### src/rtl/rcm5_pkg.sv
// ----------------------------------------------------------------------------
// rcm5_pkg
// Shared types, constants and the compare-swap helper of the range clamp
// median-of-five filter.
// ----------------------------------------------------------------------------
package rcm5_pkg;

  localparam int WindowLen  = 5;
  localparam int QueueDepth = 2;

  typedef logic signed [15:0] sample_t;
  typedef logic [14:0]        range_t;
  typedef logic [2:0]         slot_t;
  typedef sample_t [WindowLen-1:0] window_t;

  typedef struct packed {
    sample_t lo;
    sample_t hi;
  } sample_pair_t;

  localparam slot_t   SlotLast      = slot_t'(WindowLen - 1);
  localparam range_t  MaxRangeReset = 15'd400;
  localparam sample_t OorCodeReset  = -16'sd1;

  // register indexes, decoded from paddr[2]
  localparam logic RegMaxRange = 1'b0;
  localparam logic RegOorCode  = 1'b1;

  function automatic sample_pair_t cswap(input sample_t a, input sample_t b);
    sample_pair_t p;
    if (a > b) begin
      p.lo = b;
      p.hi = a;
    end else begin
      p.lo = a;
      p.hi = b;
    end
    return p;
  endfunction

endpackage

### src/rtl/rcm5_in_if.sv
// ----------------------------------------------------------------------------
// rcm5_in_if
// Sample stream channel: valid/ready handshake carrying one distance sample.
// ----------------------------------------------------------------------------
interface rcm5_in_if import rcm5_pkg::*; ();
  logic    valid;
  logic    ready;
  sample_t sample_cm;

  modport source (output valid, output sample_cm, input ready);
  modport sink   (input valid, input sample_cm, output ready);
endinterface

### src/rtl/rcm5_out_if.sv
// ----------------------------------------------------------------------------
// rcm5_out_if
// Median stream channel: valid/ready handshake carrying one filtered distance.
// ----------------------------------------------------------------------------
interface rcm5_out_if import rcm5_pkg::*; ();
  logic    valid;
  logic    ready;
  sample_t median_cm;

  modport source (output valid, output median_cm, input ready);
  modport sink   (input valid, input median_cm, output ready);
endinterface

### src/rtl/rcm5_front.sv
// ----------------------------------------------------------------------------
// rcm5_front
// Accepts samples, clamps over-range values, updates the five-entry ring and
// pushes a snapshot of the updated window into the queue.
// ----------------------------------------------------------------------------
module rcm5_front import rcm5_pkg::*; (
  input  logic       clk,
  input  logic       rst,
  rcm5_in_if.sink    din,
  input  range_t     max_range_cm,
  input  sample_t    out_of_range_code,
  input  logic       q_full,
  output logic       push,
  output window_t    push_win
);

  window_t ring;
  slot_t   write_slot;

  slot_t   slot;
  slot_t   write_slot_next;
  sample_t stored;
  logic    over_range;

  assign din.ready = !q_full;
  assign push      = din.valid && din.ready;

  // threshold is non-negative, so a zero-extended compare in 16 signed bits
  assign over_range = din.sample_cm > $signed({1'b0, max_range_cm});
  assign stored     = over_range ? out_of_range_code : din.sample_cm;

  assign slot            = (write_slot > SlotLast) ? '0 : write_slot;
  assign write_slot_next = (slot == SlotLast) ? '0 : slot + 3'd1;

  always_comb begin
    for (int k = 0; k < WindowLen; k++) begin
      push_win[k] = (slot == slot_t'(k)) ? stored : ring[k];
    end
  end

  always_ff @(posedge clk) begin
    if (rst) begin
      ring       <= '0;
      write_slot <= '0;
    end else if (push) begin
      ring       <= push_win;
      write_slot <= write_slot_next;
    end
  end

endmodule

### src/rtl/rcm5_queue.sv
// ----------------------------------------------------------------------------
// rcm5_queue
// Short first-word-fall-through queue of sample windows between the front
// and back parts.
// ----------------------------------------------------------------------------
module rcm5_queue import rcm5_pkg::*; #(
  parameter int DEPTH = QueueDepth
) (
  input  logic    clk,
  input  logic    rst,
  input  logic    push,
  input  window_t push_win,
  output logic    full,
  output logic    pop_valid,
  input  logic    pop_ready,
  output window_t pop_win
);

  localparam int PtrW = $clog2(DEPTH);
  localparam int CntW = $clog2(DEPTH + 1);
  localparam logic [PtrW-1:0] LastPtr = PtrW'(DEPTH - 1);
  localparam logic [CntW-1:0] FullCnt = CntW'(DEPTH);

  window_t         mem [DEPTH];
  logic [PtrW-1:0] wr_ptr;
  logic [PtrW-1:0] rd_ptr;
  logic [CntW-1:0] count;
  logic            pop;

  assign full      = (count == FullCnt);
  assign pop_valid = (count != '0);
  assign pop       = pop_valid && pop_ready;
  assign pop_win   = mem[rd_ptr];

  always_ff @(posedge clk) begin
    if (push) begin
      mem[wr_ptr] <= push_win;
    end
  end

  always_ff @(posedge clk) begin
    if (rst) begin
      wr_ptr <= '0;
      rd_ptr <= '0;
      count  <= '0;
    end else begin
      if (push) begin
        wr_ptr <= (wr_ptr == LastPtr) ? '0 : wr_ptr + 1'b1;
      end
      if (pop) begin
        rd_ptr <= (rd_ptr == LastPtr) ? '0 : rd_ptr + 1'b1;
      end
      case ({push, pop})
        2'b10:   count <= count + 1'b1;
        2'b01:   count <= count - 1'b1;
        default: count <= count;
      endcase
    end
  end

  a_count_bound: assert property (@(posedge clk) disable iff (rst)
    count <= FullCnt)
    else $error("queue count beyond depth");

  a_push_only: assert property (@(posedge clk) disable iff (rst)
    push && !pop |=> count == $past(count) + 1'b1)
    else $error("queue count did not grow on push");

  a_pop_only: assert property (@(posedge clk) disable iff (rst)
    pop && !push |=> count == $past(count) - 1'b1)
    else $error("queue count did not shrink on pop");

endmodule

### src/rtl/rcm5_back.sv
// ----------------------------------------------------------------------------
// rcm5_back
// Two-stage compare-swap network over a five-sample window; the second
// stage is the output register of the median channel.
// ----------------------------------------------------------------------------
module rcm5_back import rcm5_pkg::*; (
  input  logic       clk,
  input  logic       rst,
  input  logic       in_valid,
  output logic       in_ready,
  input  window_t    in_win,
  rcm5_out_if.source dout
);

  // stage one keeps only the three middle lanes, the outer two are done
  logic    s1_valid;
  sample_t s1_w1;
  sample_t s1_w2;
  sample_t s1_w3;
  logic    out_valid;
  sample_t median;

  sample_pair_t p01, p34, p03, p14;
  sample_pair_t p12a, p23, p12b;
  logic         out_adv;
  logic         s1_en;

  assign out_adv  = !out_valid || dout.ready;
  assign s1_en    = !s1_valid || out_adv;
  assign in_ready = s1_en;

  // network steps one to four
  always_comb begin
    p01 = cswap(in_win[0], in_win[1]);
    p34 = cswap(in_win[3], in_win[4]);
    p03 = cswap(p01.lo, p34.lo);
    p14 = cswap(p01.hi, p34.hi);
  end

  // network steps five to seven
  always_comb begin
    p12a = cswap(s1_w1, s1_w2);
    p23  = cswap(p12a.hi, s1_w3);
    p12b = cswap(p12a.lo, p23.lo);
  end

  always_ff @(posedge clk) begin
    if (rst) begin
      s1_valid <= 1'b0;
    end else if (s1_en) begin
      s1_valid <= in_valid;
    end
  end

  always_ff @(posedge clk) begin
    if (s1_en && in_valid) begin
      s1_w1 <= p14.lo;
      s1_w2 <= in_win[2];
      s1_w3 <= p03.hi;
    end
  end

  always_ff @(posedge clk) begin
    if (rst) begin
      out_valid <= 1'b0;
    end else if (out_adv) begin
      out_valid <= s1_valid;
    end
  end

  always_ff @(posedge clk) begin
    if (out_adv && s1_valid) begin
      median <= p12b.hi;
    end
  end

  assign dout.valid     = out_valid;
  assign dout.median_cm = median;

  a_s1_hold: assert property (@(posedge clk) disable iff (rst)
    s1_valid && !out_adv |=> s1_valid && $stable(s1_w1) && $stable(s1_w2)
      && $stable(s1_w3))
    else $error("stage one lost its window while stalled");

  a_take_fills: assert property (@(posedge clk) disable iff (rst)
    in_valid && in_ready |=> s1_valid)
    else $error("taken window did not reach stage one");

endmodule

### src/rtl/range_clamp_median5_filter.sv
// ----------------------------------------------------------------------------
// range_clamp_median5_filter
// Clamps distance samples to a configured range and outputs the median of
// the last five stored samples.
// ----------------------------------------------------------------------------
// Usage:
//   din carries one signed 16-bit sample per word, dout one signed 16-bit
//   median per word; both use valid/ready. Every accepted sample yields
//   exactly one median, in order.
//   A sample above max_range_cm (APB offset 0) is replaced by
//   out_of_range_code (APB offset 4) before it enters the ring.
//   A median reaches dout through the window queue, stage one and the output
//   register. Throughput: one word per cycle while dout is ready, set by the
//   two-stage compare-swap pipeline and the front ring update, each one word a cycle.
//   Reset (rst, synchronous) clears the ring to zeros, the write slot, the
//   queue and the pipeline, and loads the register defaults (400 and -1);
//   the first four medians include zero entries.
//   When dout stalls, the output register and stage one hold, the window
//   queue fills up to QUEUE_DEPTH words, and only then is din.ready dropped.
//   Registers should be written only while no word is in flight.
// ----------------------------------------------------------------------------
module range_clamp_median5_filter import rcm5_pkg::*; #(
  parameter int QUEUE_DEPTH = QueueDepth
) (
  input  logic        clk,
  input  logic        rst,
  input  logic        psel,
  input  logic        penable,
  input  logic        pwrite,
  input  logic [2:0]  paddr,
  input  logic [31:0] pwdata,
  output logic [31:0] prdata,
  output logic        pready,
  rcm5_in_if.sink     din,
  rcm5_out_if.source  dout
);

  range_t  max_range_cm;
  sample_t out_of_range_code;

  logic    cfg_wr;
  logic    push;
  window_t push_win;
  logic    q_full;
  logic    q_valid;
  logic    q_ready;
  window_t q_win;

  assign pready = 1'b1;
  assign cfg_wr = psel && penable && pwrite && pready;

  always_ff @(posedge clk) begin
    if (rst) begin
      max_range_cm      <= MaxRangeReset;
      out_of_range_code <= OorCodeReset;
    end else if (cfg_wr) begin
      case (paddr[2])
        RegMaxRange: max_range_cm      <= pwdata[14:0];
        RegOorCode:  out_of_range_code <= pwdata[15:0];
        default:     max_range_cm      <= max_range_cm;
      endcase
    end
  end

  always_comb begin
    case (paddr[2])
      RegMaxRange: prdata = {17'd0, max_range_cm};
      RegOorCode:  prdata = {{16{out_of_range_code[15]}}, out_of_range_code};
      default:     prdata = '0;
    endcase
  end

  rcm5_front u_front (
    .clk               (clk),
    .rst               (rst),
    .din               (din),
    .max_range_cm      (max_range_cm),
    .out_of_range_code (out_of_range_code),
    .q_full            (q_full),
    .push              (push),
    .push_win          (push_win)
  );

  rcm5_queue #(
    .DEPTH (QUEUE_DEPTH)
  ) u_queue (
    .clk       (clk),
    .rst       (rst),
    .push      (push),
    .push_win  (push_win),
    .full      (q_full),
    .pop_valid (q_valid),
    .pop_ready (q_ready),
    .pop_win   (q_win)
  );

  rcm5_back u_back (
    .clk      (clk),
    .rst      (rst),
    .in_valid (q_valid),
    .in_ready (q_ready),
    .in_win   (q_win),
    .dout     (dout)
  );

endmodule

### src/flat_wrapper.sv
// flat-port wrapper written by rule: the top's interface ports become plain ports
module range_clamp_median5_filter_flat import rcm5_pkg::*;
#(
  parameter int QUEUE_DEPTH = QueueDepth
)
  (clk, rst, psel, penable, pwrite, paddr, pwdata, prdata, pready, din_valid, din_sample_cm, din_ready, dout_valid, dout_median_cm, dout_ready);
  rcm5_in_if din_i ();
  rcm5_out_if dout_i ();
  input  logic clk;
  input  logic rst;
  input  logic psel;
  input  logic penable;
  input  logic pwrite;
  input  logic [2:0] paddr;
  input  logic [31:0] pwdata;
  output logic [31:0] prdata;
  output logic pready;
  input wire logic [$bits(din_i.valid)-1:0] din_valid;
  input wire logic [$bits(din_i.sample_cm)-1:0] din_sample_cm;
  output wire logic [$bits(din_i.ready)-1:0] din_ready;
  output wire logic [$bits(dout_i.valid)-1:0] dout_valid;
  output wire logic [$bits(dout_i.median_cm)-1:0] dout_median_cm;
  input wire logic [$bits(dout_i.ready)-1:0] dout_ready;
  assign din_i.valid = din_valid;
  assign din_i.sample_cm = din_sample_cm;
  assign din_ready = din_i.ready;
  assign dout_valid = dout_i.valid;
  assign dout_median_cm = dout_i.median_cm;
  assign dout_i.ready = dout_ready;
  range_clamp_median5_filter #(.QUEUE_DEPTH(QUEUE_DEPTH)) u_core (.clk(clk), .rst(rst), .psel(psel), .penable(penable), .pwrite(pwrite), .paddr(paddr), .pwdata(pwdata), .prdata(prdata), .pready(pready), .din(din_i), .dout(dout_i));
endmodule
### config.mk
export PLATFORM = sky130hd
export DESIGN_NAME = range_clamp_median5_filter_flat
export DESIGN_NICKNAME = d
export VERILOG_FILES = /design/src/rtl/rcm5_pkg.sv /design/src/rtl/rcm5_in_if.sv /design/src/rtl/rcm5_out_if.sv /design/src/rtl/rcm5_front.sv /design/src/rtl/rcm5_queue.sv /design/src/rtl/rcm5_back.sv /design/src/rtl/range_clamp_median5_filter.sv /design/src/flat_wrapper.sv
export SDC_FILE = /design/constraint.sdc
export NUM_CORES = 1
export LEC_CHECK = 0
export BUFFER_PORTS_ARGS = -buffer_cell sky130_fd_sc_hd__buf_2
export CAP_MARGIN = 20
export CORE_ASPECT_RATIO = 1.25
export CORE_UTILIZATION = 40
export DETAILED_ROUTE_END_ITERATION = 6
export PLACE_DENSITY = 0.6
export SKIP_CTS_REPAIR_TIMING = 1
export SLEW_MARGIN = 20
export SYNTH_ARGS = -nofsm -noshare
export SYNTH_HDL_FRONTEND = slang
export SYNTH_HIERARCHICAL = 1
export SYNTH_SLANG_ARGS = --single-unit
### constraint.sdc
create_clock -name clk -period 7.95 [get_ports clk]
set_input_delay 0.795 -clock clk [delete_from_list [all_inputs] [get_ports clk]]
set_output_delay 0.795 -clock clk [all_outputs]
set_load 0.03 [all_outputs]
==> metrics.csv <==
metric,value,unit
grt_overflow_total,0,
hold_ws,0.491,ns
synth_cell_types,76,
insertion_delay,0.56,ns
die_x,210,µm
hold_violations,0,
stdcell_count,2865,
yosys_register_bits,345,
final_area,23600,µm²
cts-root-buf,clkbuf_16,
switching_share,0.428,
coreArea,53000,µm²
cts_sinks,345,
synth_edf_count,224,
cts.clk_slew.worst_paths,0.06,ns
hold_depth,2,
dp_cells,2793,
io_buffers,89,
status,completed,
start_kind,flop,
cap_violations,0,
critPathMaxFanout,17,
multi_input_area,11000,µm²
maxSlewHeadroom,0.292,
cts_tree,done,
timing.fmax,135,MHz
switchingPower,4.85,mW
synthFlopType,edfxtp_1,
setup_viol,0,
die_h,262,µm
syn_area_per_cell,10.2,µm²
num_antenna_cells,0,
numCtsBuffers,39,
worst_pin_slew,1.06,ns
cp.arrival,7.74,ns
place_area,22300,µm²
synth.top_cell.area_share,0.311,
dieArea,55000,µm²
synthArstFlopShare,0,
final_layout_size_suffix_gt1_frac,0.194,
synthTopCellsByCount,"edfxtp_1, nor2_1, mux2i_1",
row_count,94,
seq_power_share,0.253,
clkPwrFrac,0.157,
dr.pass1.iters,5,
grt_max_degree,91,
fin_crit,7.40,ns
layout.nets,2306,
crit_required,8.28,ns
peakVddDrop,0.000432,V
yosys-top-cells-area,"edfxtp_1, dfxtp_1, ha_1",
grtUsageTotal,0.206,
drv_slew,0,
timing.rr.end,u_core/u_back/dout.median_cm[0]$_DFFE_PP_,
start_util,0.408,
synth_seq_area_share,0.423,
r2r_start,u_core/u_back/s1_w1[11]$_DFFE_PP_,
viasPerCell,5.77,
rr_worst_depth,22,
vias,16500,
drt_iter0_markers,1390,
p_leak,9.01,nW
end_kind,flop,
hold_end,u_core/max_range_cm[6]$_SDFFE_PP0P_,
yosys_warnings,6,
yosysTopAreaCell,edfxtp_1,
ant_nets,0,
syn_inst,2126,
finalCritPeriodShare,0.931,
grt_pass1_wl,89700,µm
synth_fp_nets,2317,
cts_max_path_buffers,3,
power_frac_comb,0.590,
dp_hpwl,42600,µm
grt_antenna_before_repair,0,
drc,0,
cts.htree.levels,2,
synth_most_common_cell,edfxtp_1,
min_path_type,reg2reg,
min_from,u_core/max_range_cm[6]$_SDFFE_PP0P_,
ioPinCount,109,
r2r_slack,0.55,ns
routedWlPerCell,20.0,µm
syn_to_final_growth,9.17,%
gp_congestion,0.890,
grt_setup_unrepaired,no,
criticalPathCategory,reg2reg,
p_int,6.47,mW
grt_pass1_vias,16400,
powerDensity,480,nW/µm²
finalWirelength,57300,µm
register_area,9150,µm²
skew,0.0182,ns
synth_area,21600,µm²
setup_tns,0,ns
final.fill_count,5040,
cell usage in the layout, fill, tap and decap left out, types with 15 or more instances in the layout:
cell       count
nor2b_1       28
dfxtp_1      120
o221a_2       81
mux2_2        95
a211o_1       34
nand2_1      120
nand2b_1      29
a21oi_1       51
buf_2         88
a2111oi_0     16
a211oi_1      15
mux2i_1      164
edfxtp_1     224
nor2_1       213
clkbuf_16     41
a21o_1        15
buf_4         34
nand4_1       36
ha_1         132
nor4_1        51
inv_1        151
o22ai_1       19
o21ai_0       35
o21a_1        22
o31ai_1       60
nand3_1       18
nor3_1        50
o21ai_1       32
how the worst max path moves through the flow:
stage | from | to | depth (start not counted)
final | u_core/u_back/s1_w1[11]$_DFFE_PP_ | u_core/u_back/dout.median_cm[0]$_DFFE_PP_ | 22
after CTS | u_core/u_back/s1_w1[11]$_DFFE_PP_ | u_core/u_back/dout.median_cm[0]$_DFFE_PP_ | 22
after detailed placement | u_core/u_back/s1_w1[11]$_DFFE_PP_ | u_core/u_back/dout.median_cm[0]$_DFFE_PP_ | 22
after global routing | u_core/u_back/s1_w1[11]$_DFFE_PP_ | u_core/u_back/dout.median_cm[4]$_DFFE_PP_ | 22
after floorplan | u_core/u_back/s1_w1[1]$_DFFE_PP_ | u_core/u_back/dout.median_cm[10]$_DFFE_PP_ | 28
after global placement | u_core/u_back/s1_w1[11]$_DFFE_PP_ | u_core/u_back/dout.median_cm[0]$_DFFE_PP_ | 22
layout make-up:
| class | instances | area share |
|---|---|---|
| Multi-Input combinational cell | 1454 | 0.467 |
| Inverter | 152 | 0.0242 |
| Timing Repair Buffer | 123 | 0.0301 |
| Tap cell | 720 | 0.0382 |
| Clock inverter | 19 | 0.00695 |
| Clock buffer | 52 | 0.0461 |
| Sequential cell | 345 | 0.388 |
metrics by stage:
stage	util	total power, mW	worst slack (ns)
after floorplan	-	7.88	1.97
after global placement	0.421	9.40	0.489
after detailed placement	0.421	9.54	0.307
after CTS	0.444	11.4	0.311
after global routing	0.445	12.2	0.00322
final	0.445	11.3	0.547
power groups by stage:
stage          Combinational (mW)  Sequential [mW]  Clock [mW]
2_1_floorplan                4.98             2.90           0
3_3_place_gp                 6.51             2.89           0
3_5_place_dp                 6.64             2.91           0
4_1_cts                      6.68             2.87        1.83
5_1_grt                      7.35             2.91        1.90
6_report                     6.68             2.86        1.78
worst max-delay path, stage by stage, from the launching register on:
cell       delay [ns]
edfxtp_1         0.43
ha_1             0.36
nand4_1          0.25
a2111o_1         0.47
a31oi_4          0.57
or2_1            0.35
buf_4            0.26
o21ai_1          0.12
ha_1             0.30
and3_1           0.17
a221o_1          0.30
o211ai_1         0.21
a31oi_1          0.13
or2_1            0.26
buf_4            0.20
mux2i_1          0.28
ha_1             0.33
a2111oi_0        0.43
o2111ai_1        0.19
a21oi_1          0.21
or2_1            0.58
mux2i_1          0.35
a222oi_1         0.44
flip-flops by register name (all words and copies together) (netlist names), named ones only:
name	count
u_core/u_front/write_slot	3
u_core/u_back/s1_w3	16
u_core/u_queue/rd_ptr	1
u_core/max_range_cm	15
u_core/u_back/s1_w1	16
u_core/u_queue/wr_ptr	1
u_core/u_queue/mem	160
u_core/u_back/dout.median_cm	16
u_core/out_of_range_code	16
u_core/u_back/dout.valid	1
u_core/u_front/ring	80
u_core/u_back/s1_w2	16
u_core/u_queue/count	2
u_core/u_back/s1_valid	1
kinds of logic (layout without fill, tap and decap cells):
kind of cell	after synthesis	count (layout)	share of synthesized area
DFF	345	345	0.423
AOI/OAI and AO/OA	448	448	0.165
xor gates and xnor gates	4	4	0.00162
muxes	260	260	0.126
other	1	1	0.000173
buffers and inverters	327	346	0.0690
and+or+nand+nor	608	608	0.138
adders and majority gates	133	133	0.0770
layer usage:
metal	global-route usage	vias to the layer above	routed length, µm
met4	0.0961	0	2320
met2	0.366	561	28600
met3	0.0271	148	2630
met5	0	-	0
met1	0.248	7919	23800
li1	-	7894	-
No activity file was read; power rests on OpenSTA's default activity.
